--- src/hw/rtl/gptw_pkg.sv ---
// Shared types and constants for the guest page table walker.
// No dependencies; used by gptw_step and guest_page_table_walker.
package gptw_pkg;

	localparam int PPN_WIDTH   = 44;
	localparam int INDEX_BITS  = 9;
	localparam int PTE_PPN_POS = 10;
	localparam int CFG_WIDTH   = 44;

	// Entry flag positions
	localparam int PTE_V = 0;
	localparam int PTE_R = 1;
	localparam int PTE_W = 2;
	localparam int PTE_X = 3;

	// Translation modes
	localparam logic [3:0] MODE_OFF   = 4'd0;
	localparam logic [3:0] MODE_THREE = 4'd8;
	localparam logic [3:0] MODE_FOUR  = 4'd9;

	// Request commands
	localparam logic CMD_START = 1'b0;
	localparam logic CMD_RESP  = 1'b1;

	// Result kinds
	localparam logic [1:0] KIND_READ  = 2'd0;
	localparam logic [1:0] KIND_DONE  = 2'd1;
	localparam logic [1:0] KIND_FAULT = 2'd2;

	// Configuration register indexes
	localparam logic REG_MODE = 1'b0;
	localparam logic REG_ROOT = 1'b1;

	typedef struct packed {
		logic        command;
		logic [63:0] virt_addr;
		logic [63:0] entry_word;
	} in_item_t;

	typedef struct packed {
		logic [1:0]  result_kind;
		logic [63:0] out_address;
	} out_item_t;

	typedef struct packed {
		logic        walking;
		logic [1:0]  level;
		logic [63:0] va;
	} walk_state_t;

endpackage

--- src/hw/rtl/guest_page_table_walker.sv ---
// Guest page table walker, top level: configuration registers, walk state
// and output register. Depends on gptw_pkg and gptw_step.
//
// Translates guest virtual addresses through an Sv39 (mode 8) or Sv48
// (mode 9) page table; mode 0 passes the address through and any other mode
// faults. The block never reads memory itself: each table access leaves as a
// read result carrying the entry address, and the caller returns the 8-byte
// entry as a response request. A request is taken every cycle that the output
// register is empty or being drained, and its result, if any, appears in the
// cycle after acceptance; the single output register is the only limit on
// throughput. Starts during a walk and responses while idle are dropped
// without a result. Write the mode and root page number only while no walk
// is in progress.
module guest_page_table_walker #(
	parameter int PAGE_OFFSET_BITS = 12
) (
	input  logic                 clk,
	input  logic                 arst_n,
	input  logic                 in_valid,
	output logic                 in_ready,
	input  gptw_pkg::in_item_t   in_item,
	output logic                 out_valid,
	input  logic                 out_ready,
	output gptw_pkg::out_item_t  out_item,
	input  logic                 cfg_we,
	input  logic                 cfg_index,
	input  logic [gptw_pkg::CFG_WIDTH-1:0] cfg_data
);

	logic [3:0]                     mode_q;
	logic [gptw_pkg::PPN_WIDTH-1:0] root_q;
	gptw_pkg::walk_state_t          state_q;
	gptw_pkg::walk_state_t          state_nxt;
	logic                           step_emit;
	gptw_pkg::out_item_t            step_res;
	logic                           out_valid_q;
	gptw_pkg::out_item_t            out_item_q;
	logic                           accept;

	assign in_ready  = !out_valid_q || out_ready;
	assign accept    = in_valid && in_ready;
	assign out_valid = out_valid_q;
	assign out_item  = out_item_q;

	gptw_step #(
		.PAGE_OFFSET_BITS(PAGE_OFFSET_BITS)
	) u_step (
		.req  (in_item),
		.cur  (state_q),
		.mode (mode_q),
		.root (root_q),
		.nxt  (state_nxt),
		.emit (step_emit),
		.res  (step_res)
	);

	always_ff @(posedge clk or negedge arst_n) begin
		if (!arst_n) begin
			mode_q <= gptw_pkg::MODE_OFF;
			root_q <= '0;
		end else if (cfg_we) begin
			case (cfg_index)
				gptw_pkg::REG_MODE: mode_q <= cfg_data[3:0];
				gptw_pkg::REG_ROOT: root_q <= cfg_data[gptw_pkg::PPN_WIDTH-1:0];
				default: ;
			endcase
		end
	end

	always_ff @(posedge clk or negedge arst_n) begin
		if (!arst_n) begin
			state_q <= '0;
		end else if (accept) begin
			state_q <= state_nxt;
		end
	end

	always_ff @(posedge clk or negedge arst_n) begin
		if (!arst_n) begin
			out_valid_q <= 1'b0;
		end else if (accept && step_emit) begin
			out_valid_q <= 1'b1;
		end else if (out_ready) begin
			out_valid_q <= 1'b0;
		end
	end

	always_ff @(posedge clk) begin
		if (accept && step_emit) begin
			out_item_q <= step_res;
		end
	end

`ifndef SYNTHESIS
	a_kind_legal: assert property (@(posedge clk) disable iff (!arst_n)
		out_valid |-> (out_item.result_kind == gptw_pkg::KIND_READ
			|| out_item.result_kind == gptw_pkg::KIND_DONE
			|| out_item.result_kind == gptw_pkg::KIND_FAULT))
		else $error("illegal result kind");

	a_fault_zero: assert property (@(posedge clk) disable iff (!arst_n)
		out_valid && out_item.result_kind == gptw_pkg::KIND_FAULT |-> out_item.out_address == '0)
		else $error("fault with nonzero address");

	a_read_walks: assert property (@(posedge clk) disable iff (!arst_n)
		accept && step_emit && step_res.result_kind == gptw_pkg::KIND_READ |=> state_q.walking)
		else $error("read issued without an active walk");

	a_end_idle: assert property (@(posedge clk) disable iff (!arst_n)
		accept && step_emit && step_res.result_kind != gptw_pkg::KIND_READ |=> !state_q.walking)
		else $error("walk still active after done or fault");

	a_idle_resp_drop: assert property (@(posedge clk) disable iff (!arst_n)
		accept && in_item.command == gptw_pkg::CMD_RESP && !state_q.walking && out_ready
		|=> !out_valid)
		else $error("result produced for a response while idle");
`endif

endmodule

--- src/hw/rtl/gptw_step.sv ---
// One walk step: decodes a request against the current walk state and
// produces the next state and an optional result. Depends on gptw_pkg.
module gptw_step #(
	parameter int PAGE_OFFSET_BITS = 12
) (
	input  gptw_pkg::in_item_t    req,
	input  gptw_pkg::walk_state_t cur,
	input  logic [3:0]            mode,
	input  logic [gptw_pkg::PPN_WIDTH-1:0] root,
	output gptw_pkg::walk_state_t nxt,
	output logic                  emit,
	output gptw_pkg::out_item_t   res
);

	function automatic logic [63:0] entry_addr(input logic [gptw_pkg::PPN_WIDTH-1:0] page,
			input logic [1:0] lvl, input logic [63:0] va);
		logic [gptw_pkg::INDEX_BITS-1:0] idx;
		case (lvl)
			2'd0: idx = va[PAGE_OFFSET_BITS +: gptw_pkg::INDEX_BITS];
			2'd1: idx = va[PAGE_OFFSET_BITS + gptw_pkg::INDEX_BITS +: gptw_pkg::INDEX_BITS];
			2'd2: idx = va[PAGE_OFFSET_BITS + 2*gptw_pkg::INDEX_BITS +: gptw_pkg::INDEX_BITS];
			default: idx = va[PAGE_OFFSET_BITS + 3*gptw_pkg::INDEX_BITS +: gptw_pkg::INDEX_BITS];
		endcase
		return (64'(page) << PAGE_OFFSET_BITS) + (64'(idx) << 3);
	endfunction

	function automatic logic [63:0] off_mask(input logic [1:0] lvl);
		logic [63:0] m;
		case (lvl)
			2'd0: m = (64'(1) << PAGE_OFFSET_BITS) - 64'(1);
			2'd1: m = (64'(1) << (PAGE_OFFSET_BITS + gptw_pkg::INDEX_BITS)) - 64'(1);
			2'd2: m = (64'(1) << (PAGE_OFFSET_BITS + 2*gptw_pkg::INDEX_BITS)) - 64'(1);
			default: m = (64'(1) << (PAGE_OFFSET_BITS + 3*gptw_pkg::INDEX_BITS)) - 64'(1);
		endcase
		return m;
	endfunction

	logic [gptw_pkg::PPN_WIDTH-1:0] pte_page;
	logic                           pte_bad;
	logic                           pte_leaf;
	logic [1:0]                     lvl_down;

	assign pte_page = req.entry_word[gptw_pkg::PTE_PPN_POS +: gptw_pkg::PPN_WIDTH];
	assign pte_bad  = !req.entry_word[gptw_pkg::PTE_V]
		|| (req.entry_word[gptw_pkg::PTE_W] && !req.entry_word[gptw_pkg::PTE_R]);
	assign pte_leaf = req.entry_word[gptw_pkg::PTE_R] || req.entry_word[gptw_pkg::PTE_X];
	assign lvl_down = cur.level - 2'd1;

	always_comb begin
		nxt  = cur;
		emit = 1'b0;
		res  = '0;
		if (req.command == gptw_pkg::CMD_START) begin
			// a start during a walk is dropped
			if (!cur.walking) begin
				emit = 1'b1;
				case (mode)
					gptw_pkg::MODE_OFF: begin
						res.result_kind = gptw_pkg::KIND_DONE;
						res.out_address = req.virt_addr;
					end
					gptw_pkg::MODE_THREE, gptw_pkg::MODE_FOUR: begin
						nxt.walking = 1'b1;
						nxt.level   = (mode == gptw_pkg::MODE_THREE) ? 2'd2 : 2'd3;
						nxt.va      = req.virt_addr;
						res.result_kind = gptw_pkg::KIND_READ;
						res.out_address = entry_addr(root, nxt.level, req.virt_addr);
					end
					default: begin
						res.result_kind = gptw_pkg::KIND_FAULT;
					end
				endcase
			end
		end else if (cur.walking) begin
			emit = 1'b1;
			if (pte_bad) begin
				nxt.walking = 1'b0;
				res.result_kind = gptw_pkg::KIND_FAULT;
			end else if (pte_leaf) begin
				nxt.walking = 1'b0;
				res.result_kind = gptw_pkg::KIND_DONE;
				res.out_address = (64'(pte_page) << PAGE_OFFSET_BITS)
					| (cur.va & off_mask(cur.level));
			end else if (cur.level == 2'd0) begin
				// pointer entry with no level left below
				nxt.walking = 1'b0;
				res.result_kind = gptw_pkg::KIND_FAULT;
			end else begin
				nxt.level = lvl_down;
				res.result_kind = gptw_pkg::KIND_READ;
				res.out_address = entry_addr(pte_page, lvl_down, cur.va);
			end
		end
	end

endmodule
--- config.mk ---
export PLATFORM = sky130hd
export DESIGN_NAME = guest_page_table_walker
export DESIGN_NICKNAME = d
export VERILOG_FILES = /design/src/hw/rtl/gptw_pkg.sv /design/src/hw/rtl/guest_page_table_walker.sv /design/src/hw/rtl/gptw_step.sv
export SDC_FILE = /design/constraint.sdc
export NUM_CORES = 1
export LEC_CHECK = 0
export BUFFER_PORTS_ARGS = -buffer_cell sky130_fd_sc_hd__buf_2
export CAP_MARGIN = 10
export CORE_ASPECT_RATIO = 1.25
export CORE_MARGIN = 2
export CORE_UTILIZATION = 53
export CTS_BUF_LIST = sky130_fd_sc_hd__clkbuf_4 sky130_fd_sc_hd__clkbuf_8
export DETAILED_ROUTE_END_ITERATION = 10
export MAX_ROUTING_LAYER = met4
export PLACE_DENSITY = 0.83
export SLEW_MARGIN = 10
export SYNTH_ARGS = -nofsm -noshare
export SYNTH_HDL_FRONTEND = slang
export SYNTH_SLANG_ARGS = --single-unit
--- constraint.sdc ---
create_clock -name clk -period 13.3 [get_ports clk]
set_input_delay 2.66 -clock clk [delete_from_list [all_inputs] [get_ports clk]]
set_output_delay 2.66 -clock clk [all_outputs]
set_load 0.005 [all_outputs]
# ---- Word-level counts from Yosys, hierarchy flattened
# Cells that the tools add are included.
# Widths: inputs -> output; s select.
dict set report word_totals {
  out_inout_bits 68
  register_bits 182
  inputBits 179
  word_cells 90
}
dict set report op_classes {
  n_reduce_logical 20
  n_addsub 3
  n_eq_ne 13
  bitwise_logic 5
  muxes 41
}
# operator count
set ops {}
lappend ops {{$mux 64} 6}
lappend ops {{$mux 66} 4}
lappend ops {{$mux 67} 2}
lappend ops {{$pmux 64 s2} 1}
lappend ops {{$pmux 39 s3} 1}
lappend ops {{$add 56x12->57} 2}
lappend ops {{$mux 9} 8}
lappend ops {{$and 64x64->64} 1}
lappend ops {{$or 56x64->64} 1}
lappend ops {{$pmux 9 s3} 2}
lappend ops {{$mux 2} 5}
lappend ops {{$mux 1} 9}
lappend ops {{$eq 4x4->1 const B} 2}
lappend ops {{$ne 2x2->1 const B} 4}
lappend ops {{$reduce_and 7->1} 1}
lappend ops {{$eq 2x1->1 const B} 3}
lappend ops {{$eq 2x2->1 const B} 3}
lappend ops {{$logic_not 2->1} 3}
lappend ops {{$mux 3} 2}
lappend ops {{$logic_not 4->1} 1}
lappend ops {{$pmux 2 s2} 1}
lappend ops {{$reduce_and 2->1} 2}
lappend ops {{$reduce_and 4->1} 1}
lappend ops {{$reduce_bool 2->1} 2}
lappend ops {{other kinds (7)} 15}

# ---- Logic depth before layout (Yosys ltp)
# Gate-level depths: netlist (run 1).
dict set report depth {
  word_depth 14
  depth_mapped 9
  mapped_depth_nobuf 6
}

# ---- Modules after synthesis
# From an unflattened synthesis (run 1), not the netlist that was laid out.
dict set report unflattened {
  hier_cells 804
  area_unflattened_um2 9033.7
}
# mod n_inst seq_area_each_um2 area_per_inst_um2 cells_per_inst
set modules_own_cells {}
lappend modules_own_cells {guest_page_table_walker 1 4884.7 6416.2 315}
lappend modules_own_cells {gptw_step 1 0.0 2617.5 489}

# ---- Least setup slack after synthesis (run 1)
# Ideal clock, no wire load.
dict set report synth_path {
  kind {in2reg}
  start {input in_item[128] (netlist name)}
  end {register out_item_q (netlist bit out_item[0]) (enable)}
  arrival_ns 5.815
  setup_time_ns 0.490
  cell_stages 3
  setup_slack_ns 6.995
  n_path_buf 0
  required_time_ns 12.810
  cell_sequence {inv_1 -> ha_1 -> nor2_1}
}
dict set report synth_via {
  elab_chain_cells 2
}
# item line_no
set synth_lines {}
lappend synth_lines {{from (decl)} guest_page_table_walker.sv:21} ;# input gptw_pkg::in_item_t in_item,
lappend synth_lines {{$mux 1} gptw_step.sv:53} ;# if (req.command == gptw_pkg::CMD_START) begin
lappend synth_lines {{$logic_and 1x1->1} guest_page_table_walker.sv:89} ;# if (accept && step_emit) begin
lappend synth_lines {{to (signal assigned)} guest_page_table_walker.sv:90} ;# out_item_q <= step_res;
lappend synth_lines {{to (decl)} guest_page_table_walker.sv:37} ;# gptw_pkg::out_item_t out_item_q;
# No other way between the ends.
# A chain may end at the register's enable or synchronous reset.

# ---- Final worst setup path (run 1)
dict set report layout_path {
  start {input out_ready}
  end {output in_ready}
}
dict set report layout_via {
  elab_chain_cells 1
}
# item line_no
set layout_lines {}
lappend layout_lines {{from (decl)} guest_page_table_walker.sv:23} ;# input logic out_ready,
lappend layout_lines {{$logic_or 1x1->1} guest_page_table_walker.sv:40} ;# assign in_ready = !out_valid_q || out_ready;
lappend layout_lines {{to (decl)} guest_page_table_walker.sv:20} ;# output logic in_ready,
# No other way between the ends.

==> flow_summary.ini, run 1 <==
[timing]
period_share_pct = 43.6
rsz0062_at_grt = no
max_slew_margin_pct = 26.2
tightest_slew_ns = 1.10
period_needed_ns = 5.81
finClkSkew_ns = 0.0176
drv_slew = 0
setup_viol = 0
max_freq_mhz = 172
final-hold-violation-count = 0
fin_tns_setup_ns = 0

[cells_and_area]
synthToLayoutAreaGrowth_pct = 22.3
fin_util_pct = 66.0
final_common_cell = buf_2
num-nets-final = 959
final_cell_mix = buf_2, dfrtp_1, mux2_2, edfxtp_1, a21oi_1
drive_gt1_share_pct = 48.3
n_fill_cell = 1037
final_area_sq_mm = 0.00903

[worst_setup_path]
worstPathRequired_ns = 10.64
worst-path-max-fanout = 6
arrival_ns = 3.15
start_kind = input pin
worstSetupPathType = in2out
end_kind = primary output

[route]
avgViaCountPerCell = 6.17
drt_iter0_drc = 497
final_antenna_net_count = 0
avgRoutedWirePerCell_um = 21.6
wl_met3_mm = 1.68
topRoutingLayerUsed = met4
drc = 0
vias = 5931
drt-met1-wl_mm = 7.62
first_pass_iters = 7
met2_length_mm = 10.7
routed_wl_mm = 20.8

[logic_synthesis]
syn_inst = 561
ys_seq_area_share_pct = 57.6
synth_flop_cell = dfrtp_1
ys_ff_latch = 157
synthTopCellsByArea = dfrtp_1, edfxtp_1, mux2_2, a22oi_1, a21oi_1
avgSynthCellArea_sq_um = 13.2
yosysTopAreaCell = dfrtp_1
syn_nets = 747
synth_area_sq_mm = 0.00739
yosysWarnings = 0
synth_cell_types = 44
synthArstFlopShare_pct = 58.0
yosysTopAreaCellShare_pct = 30.8
synth_edf_count = 66

[flow_run]
max-cap-violations = 0

[cts]
insertion_delay_ns = 0.45
post_cts_buffers = 0
cts-buffers-inserted = 17
cts_sinks = 157
holdBufCountCts = 0
clkTransAtPathRegs_ns = 0.08
htreeDepth = 4
clockBufferDepth = 2
cts_tree = built
cts_resized = 0
root_buffer = clkbuf_8

[grt]
grt_pass1_wl_mm = 31.1
antenna_found_initial = 1
track_usage_pct = 28.8
grt_max_degree = 68
grt_overflow = 0
grt_pass1_vias = 5959

[hold_path]
hold_class = reg2reg

[power]
power_density_mw_per_mm2 = 164
vdd_drop_max_uv = 83.2
p_leak_uw = 0.00395

[placed_design]
dp.final_hpwl_mm = 14.6
placed_area_sq_mm = 0.00864
port_buffers = 230
routabilityCongestion = 0.954

[die]
die_area_sq_mm = 0.0149
pin_count = 247
coreArea_sq_mm = 0.0137
start_util_pct = 54.0
die_x_um = 110
row_count = 48
die_h_um = 136

[status]
status = complete, no violations
-- layout make-up --
type | instances | area [sq um] | area share [%]
Antenna cell | 1 | 2.50 | 0.0277
Clock buffer | 19 | 262 | 2.89
Clock inverter | 13 | 131 | 1.45
Inverter | 6 | 22.5 | 0.249
Multi-Input combinational cell | 352 | 2920 | 32.3
Sequential cell | 157 | 4260 | 47.1
Tap cell | 175 | 219 | 2.42
Timing Repair Buffer | 239 | 1220 | 13.5
-- state kept, by name (all words and copies together), names as in the netlist --
register and cells:
out_item 66, state_q 42, mode_q 4, out_valid 1, root_q 44
-- power by group --
part           switching [uW]  internal (uW)
combinational             204            189
clock                     189            162
sequential               93.0            640
-- layer usage --
metal	track usage [%]	up-vias
met2	46.4	357
li1	-	2626
met5	-	-
met1	35.2	2892
met4	13.6	0
met3	5.03	56
-- synth_stat cells, drive strengths merged (9+ instances only) --
library cell,count
a21o,11
clkbuf,30
a32oi,9
buf,16
edfxtp,66
a222oi,9
a221o,9
dfrtp,91
a21oi,45
a22oi,44
o22ai,17
mux2,97
nor2,13
and3,9
nand3,26
a2bb2oi,11
-- final timing paths --
kind                              from           to  slack (ns)  depth (start not counted)
min in group asynchronous       arst_n   root_q[29]        2.11                          1
max in group asynchronous       arst_n   state_q[2]        9.99                          2
min reg2reg                 root_q[13]   root_q[13]        0.51                          1
min                         root_q[13]   root_q[13]        0.51                          1
max reg2reg                state_q[66]  out_item[8]       10.09                          4
max                          out_ready     in_ready        7.49                          3
-- per-stage QoR --
stage / power (uW) / instances / hold WS [ns] / worst slack, ns
global route: 1540 / 962 / 0.523 / 7.45
floorplan: 965 / 561 / 0.480 / 6.99
finish: 1480 / 962 / 0.511 / 7.49
global placement: 1110 / 929 / 0.487 / 7.50
CTS: 1470 / 961 / 0.514 / 7.50
detailed placement: 1130 / 929 / 0.495 / 7.49
-- cells by family (layout without fill, tap and decap cells) --
group / count (synthesis) / after routing / share of synthesized area, %
multiplexers: 97 / 97 / 15.3
buffers and inverters: 52 / 277 / 3.18
other: 0 / 1 / 0
adder cells (fa/ha/maj): 7 / 7 / 1.19
AND/OR/NAND/NOR: 79 / 79 / 6.03
flip-flops: 157 / 157 / 57.6
AO/OA/AOI/OAI: 169 / 169 / 16.6
-- worst max-delay path: stages --
cell	delay (ns)
buf_2	0.09
nand2b_1	0.22
buf_2	0.17
No activity file was read; power rests on OpenSTA's default activity.
==> run 2, diff against run 1 <==
CORE_UTILIZATION = 47   (was 53)
PLACE_DENSITY = 0.78   (was 0.83)
clock period = 5.12 ns   (was 13.3 ns; I/O delays follow)
==> run 2 against run 1 <==
Compared with the run above:
- register-to-register slack worse by 8.0 ns
- non-clock buffer count increased by 3
- power rose to 2.6 times the previous value
- die area is 12% higher
- combinational power rose to 2.7 times the previous value
- clock skew shrank 0.0034 ns
- wire length grew 2.6%
- global-route usage shrank 2.3 points
- critical path depth up 3
- utilization decreased by 7.2 points
- critical endpoint is now out_item[27]
- largest cell class unchanged
- highest routed layer unchanged
==> flow_summary.ini, run 2 (synthesis results as in run 1) <==
[placed_design]
port_buffers = 230
dp.cells = 969
placed_area_sq_mm = 0.00871
dp.final_hpwl_mm = 15.1
routabilityCongestion = 0.867

[timing]
tightest_slew_ns = 1.17
drv_slew = 0
period_needed_ns = 3.03
rsz0062_at_grt = no
max_slew_margin_pct = 21.6
final-hold-violation-count = 0
setup_viol = 0
max_freq_mhz = 330
period_share_pct = 59.2
fin_tns_setup_ns = 0
finClkSkew_ns = 0.0141

[power]
power_density_mw_per_mm2 = 425
p_leak_uw = 0.00399
vdd_drop_max_uv = 253

[hold_path]
hold_class = reg2reg
whs_path_depth = 1

[grt]
grt_pass1_wl_mm = 32.0
antenna_found_initial = 3
grt_max_degree = 62
track_usage_pct = 26.5
grt_overflow = 0
grt_pass1_vias = 5910

[route]
drc = 0
first_pass_iters = 8
routed_wl_mm = 21.3
final_antenna_net_count = 0
avgViaCountPerCell = 5.85
vias = 5874
avgRoutedWirePerCell_um = 21.2
drt_iter0_drc = 462

[worst_setup_path]
path_delay_family = compound AO/OA/AOI/OAI gates
critPathSlowestCell = ha_1
critical-path-max-stage-delay_ns = 0.68
worst-path-max-fanout = 28
start_kind = flip-flop
worstSetupPathType = reg2reg
path_buf_inv = 1
worstPathRequired_ns = 5.32
arrival_ns = 3.23
worstRegToRegCells = 6
crit_chain = inv_1 -> ha_1 -> nand2b_1 -> a21o_1 -> and3b_1 -> a221o_1
path_depth = 6
end_kind = flip-flop

[cells_and_area]
n_fill_cell = 1298
final_cell_mix = buf_2, dfrtp_1, mux2_2, edfxtp_1, a21oi_1
final_area_sq_mm = 0.00912
final_common_cell = buf_2
drive_gt1_share_pct = 48.5
largest_reg_flops = 66
seq_area_sq_mm = 0.00426
multi_input_area_sq_mm = 0.00292
synthToLayoutAreaGrowth_pct = 23.4
num-nets-final = 962
stdcell_count = 1004

[cts]
cts_resized = 0
clockBufferDepth = 2
cts_sinks = 157
insertion_delay_ns = 0.46
cts_tree = built
htreeDepth = 4
post_cts_buffers = 0
root_buffer = clkbuf_8
cts-buffers-inserted = 17
holdBufCountCts = 0
clkTransAtPathRegs_ns = 0.09

[die]
pin_count = 247
die_area_sq_mm = 0.0167
coreArea_sq_mm = 0.0155
row_count = 51
die_x_um = 116
start_util_pct = 47.6
die_h_um = 144

[flow_run]
max-cap-violations = 0

[status]
status = complete, no violations
run 2: changes by cell type in the layout (fill, tap and decap cells not counted), moves of 2 or more:
cell        previous run  this run
diode_2                1         3
clkinv_2               0         4
clkbuf_4               0         5
buf_4                 10        13
clkinv_4               2         0
clkinvlp_4             5         1
inv_6                  4         0
run 2: final timing paths:
path | from | end | slack [ns]
max in group asynchronous | arst_n | root_q[10] | 3.51
setup reg to reg | state_q[64] | out_item[27] | 2.09
hold / removal | root_q[1] | root_q[1] | 0.51
min in group asynchronous | arst_n | root_q[32] | 0.67
hold reg to reg | root_q[1] | root_q[1] | 0.51
setup / recovery | state_q[64] | out_item[27] | 2.09
run 2: through the flow:
stage / setup WS, ns / hold slack, ns / util, % / total power, uW
after detailed placement: 1.85 / 0.494 / 56.2 / 2960
after CTS: 2.10 / 0.512 / 58.7 / 3900
after floorplan: 0.451 / 0.480 / - / 2510
after global routing: 1.92 / 0.515 / 58.8 / 4070
final: 2.09 / 0.512 / 58.8 / 3880
after global placement: 1.86 / 0.488 / 56.2 / 2920
run 2: report_power, final:
part / switching, uW / internal (uW) / total, uW
clock: 447 / 496 / 943
combinational: 551 / 500 / 1050
sequential: 222 / 1660 / 1880
total: 1220 / 2660 / 3880
run 2: layout make-up:
class,count,area share (%)
Antenna cell,3,0.0823
Clock buffer,25,3.43
Clock inverter,7,0.961
Inverter,6,0.247
Multi-Input combinational cell,352,32.0
Sequential cell,157,46.7
Tap cell,212,2.91
Timing Repair Buffer,242,13.6
run 2: per-layer routing:
| metal | GRT usage [%] | wire length, um | vias up | part of all wire, % |
|---|---|---|---|---|
| li1 | - | - | 2638 | - |
| met1 | 31.3 | 8130 | 2893 | 38 |
| met2 | 43.5 | 10900 | 307 | 51 |
| met3 | 7.17 | 1800 | 36 | 8.5 |
| met4 | 10.1 | 484 | 0 | 2.3 |
| met5 | - | 0 | - | 0 |
==> run 3, diff against run 2 <==
clock period = 2.5 ns   (was 5.12 ns; I/O delays follow)
==> run 3 against run 2 <==
Compared with the run above:
- clock skew is 0.00050 ns higher
- largest cell class unchanged
- worst setup slack lost 1.8 ns
- critical path depth rose by 1
- critical endpoint is now out_item[22]
- design area is 1.3% higher
- combinational power rose by 110%
- flip-flop and latch count unchanged
- power up 110%
- wire length shrank 0.56%
- largest power group unchanged
- sequential power rose by 110%
- utilization grew 0.76 points
- global-route usage about the same
- non-clock buffer count increased by 9
==> flow_summary.ini, run 3 (synthesis results as in run 1) <==
[route]
met2_length_mm = 10.5
first_pass_iters = 10
avgRoutedWirePerCell_um = 20.9
routed_wl_mm = 21.2
final_antenna_net_count = 0
drt_iter0_drc = 513
vias = 5933
drt-met1-wl_mm = 8.20
avgViaCountPerCell = 5.87
topRoutingLayerUsed = met4
drc = 0
wl_met3_mm = 1.69

[cts]
insertion_delay_ns = 0.46
cts-buffers-inserted = 17
root_buffer = clkbuf_8
post_cts_buffers = 0
clockBufferDepth = 2
cts_tree = built
cts_sinks = 157
clkTransAtPathRegs_ns = 0.09
htreeDepth = 4

[power]
combPwrFrac_pct = 27.5
power_density_mw_per_mm2 = 869
p_leak_uw = 0.00405
p_int_uw = 5520
vdd_drop_max_uv = 330
clockPowerShare_pct = 24.4
seq_power_share_pct = 48.2
power.net_switching_uw = 2500
switching_share_pct = 31.2

[die]
die_area_sq_mm = 0.0167
start_util_pct = 47.6
die_x_um = 116
coreArea_sq_mm = 0.0155
pin_count = 247
row_count = 51
die_h_um = 144

[worst_setup_path]
worst-path-max-fanout = 17
rr_startpoint = state_q[64]
worstSetupPathType = reg2reg
worstPathRequired_ns = 2.70
arrival_ns = 2.42
end_kind = flip-flop
start_kind = flip-flop
startpoint = state_q[64]

[cells_and_area]
synthToLayoutAreaGrowth_pct = 25.0
final_area_sq_mm = 0.00923
n_fill_cell = 1313
seq_area_sq_mm = 0.00426
multi_input_area_sq_mm = 0.00292
final_cell_mix = buf_2, dfrtp_1, mux2_2, edfxtp_1, a21oi_1
final_common_cell = buf_2
largest_reg_flops = 66
drive_gt1_share_pct = 48.9
fin_util_pct = 59.5
num-nets-final = 971

[timing]
final-hold-violation-count = 0
fin_tns_setup_ns = 0
finClkSkew_ns = 0.0146
drv_slew = 0
max_slew_margin_pct = 56.4
period_needed_ns = 2.22
finalWorstSetupSlack_ns = 0.276
rsz0062_at_grt = no
period_share_pct = 89.0
setup_viol = 0
tightest_slew_ns = 0.651
max_freq_mhz = 450

[placed_design]
dp.final_hpwl_mm = 15.1
place_ws_ns = 0.304
placed_area_sq_mm = 0.00882
port_buffers = 230
routabilityCongestion = 0.886

[flow_run]
max-cap-violations = 0

[grt]
antenna_found_initial = 2
grt_overflow = 0
track_usage_pct = 26.5
grt_pass1_wl_mm = 31.9
grt_max_degree = 62
grt_pass1_vias = 5987

[hold_path]
hp-start = cfg_data[18]
hold_class = in2reg

[status]
status = complete, no violations
[run 3: per-stage QoR]
step | hold WS (ns) | std cells | total power [uW]
after floorplan | 0.204 | 561 | 5130
after global placement | 0.473 | 977 | 6030
after detailed placement | 0.478 | 977 | 6100
after CTS | 0.241 | 1009 | 8050
after global routing | 0.239 | 1011 | 8420
final | 0.265 | 1011 | 8020
[run 3: worst paths after layout]
kind | endpoint | slack [ns] | cells after the start
setup / recovery | out_item[22] | 0.28 | 7
max in group asynchronous | state_q[22] | 1.28 | 3
hold / removal | root_q[18] | 0.27 | 2
min in group asynchronous | root_q[30] | 0.52 | 2
hold reg to reg | root_q[2] | 0.51 | 1
setup reg to reg | out_item[22] | 0.28 | 7
[run 3: cell type report]
cell class / count / share of cell area, %
well taps: 212 / 2.87
inverters: 6 / 0.244
multi-input cells: 352 / 31.6
clock buffers: 22 / 3.01
repair buffers: 251 / 14.8
flip-flops and latches: 157 / 46.1
clock inverters: 9 / 1.33
diodes: 2 / 0.0542
[run 3: power groups by stage]
stage / combinational, uW / sequential (uW) / clock [uW]
finish: 2200 / 3870 / 1950
global route: 2390 / 3930 / 2100
CTS: 2210 / 3850 / 1990
detailed placement: 2200 / 3910 / 0
global placement: 2140 / 3880 / 0
floorplan: 1370 / 3760 / 0
[run 3: critical path, stage by stage, from the launching register on]
cell	delay, ns
dfrtp_1	0.43
inv_1	0.13
ha_1	0.19
buf_4	0.25
nand2b_1	0.09
a21o_1	0.21
and3b_1	0.29
a221o_1	0.37
[run 3: layer usage]
metal | track usage, % | vias up
met3 | 6.54 | 50
li1 | - | 2647
met4 | 11.3 | 0
met5 | - | -
met2 | 43.0 | 302
met1 | 31.6 | 2934
[run 3: repair_timing]
action,CTS,global route
gates resized for setup,0,0
endpoints found under the hold margin,30,0
hold buffers,1,0
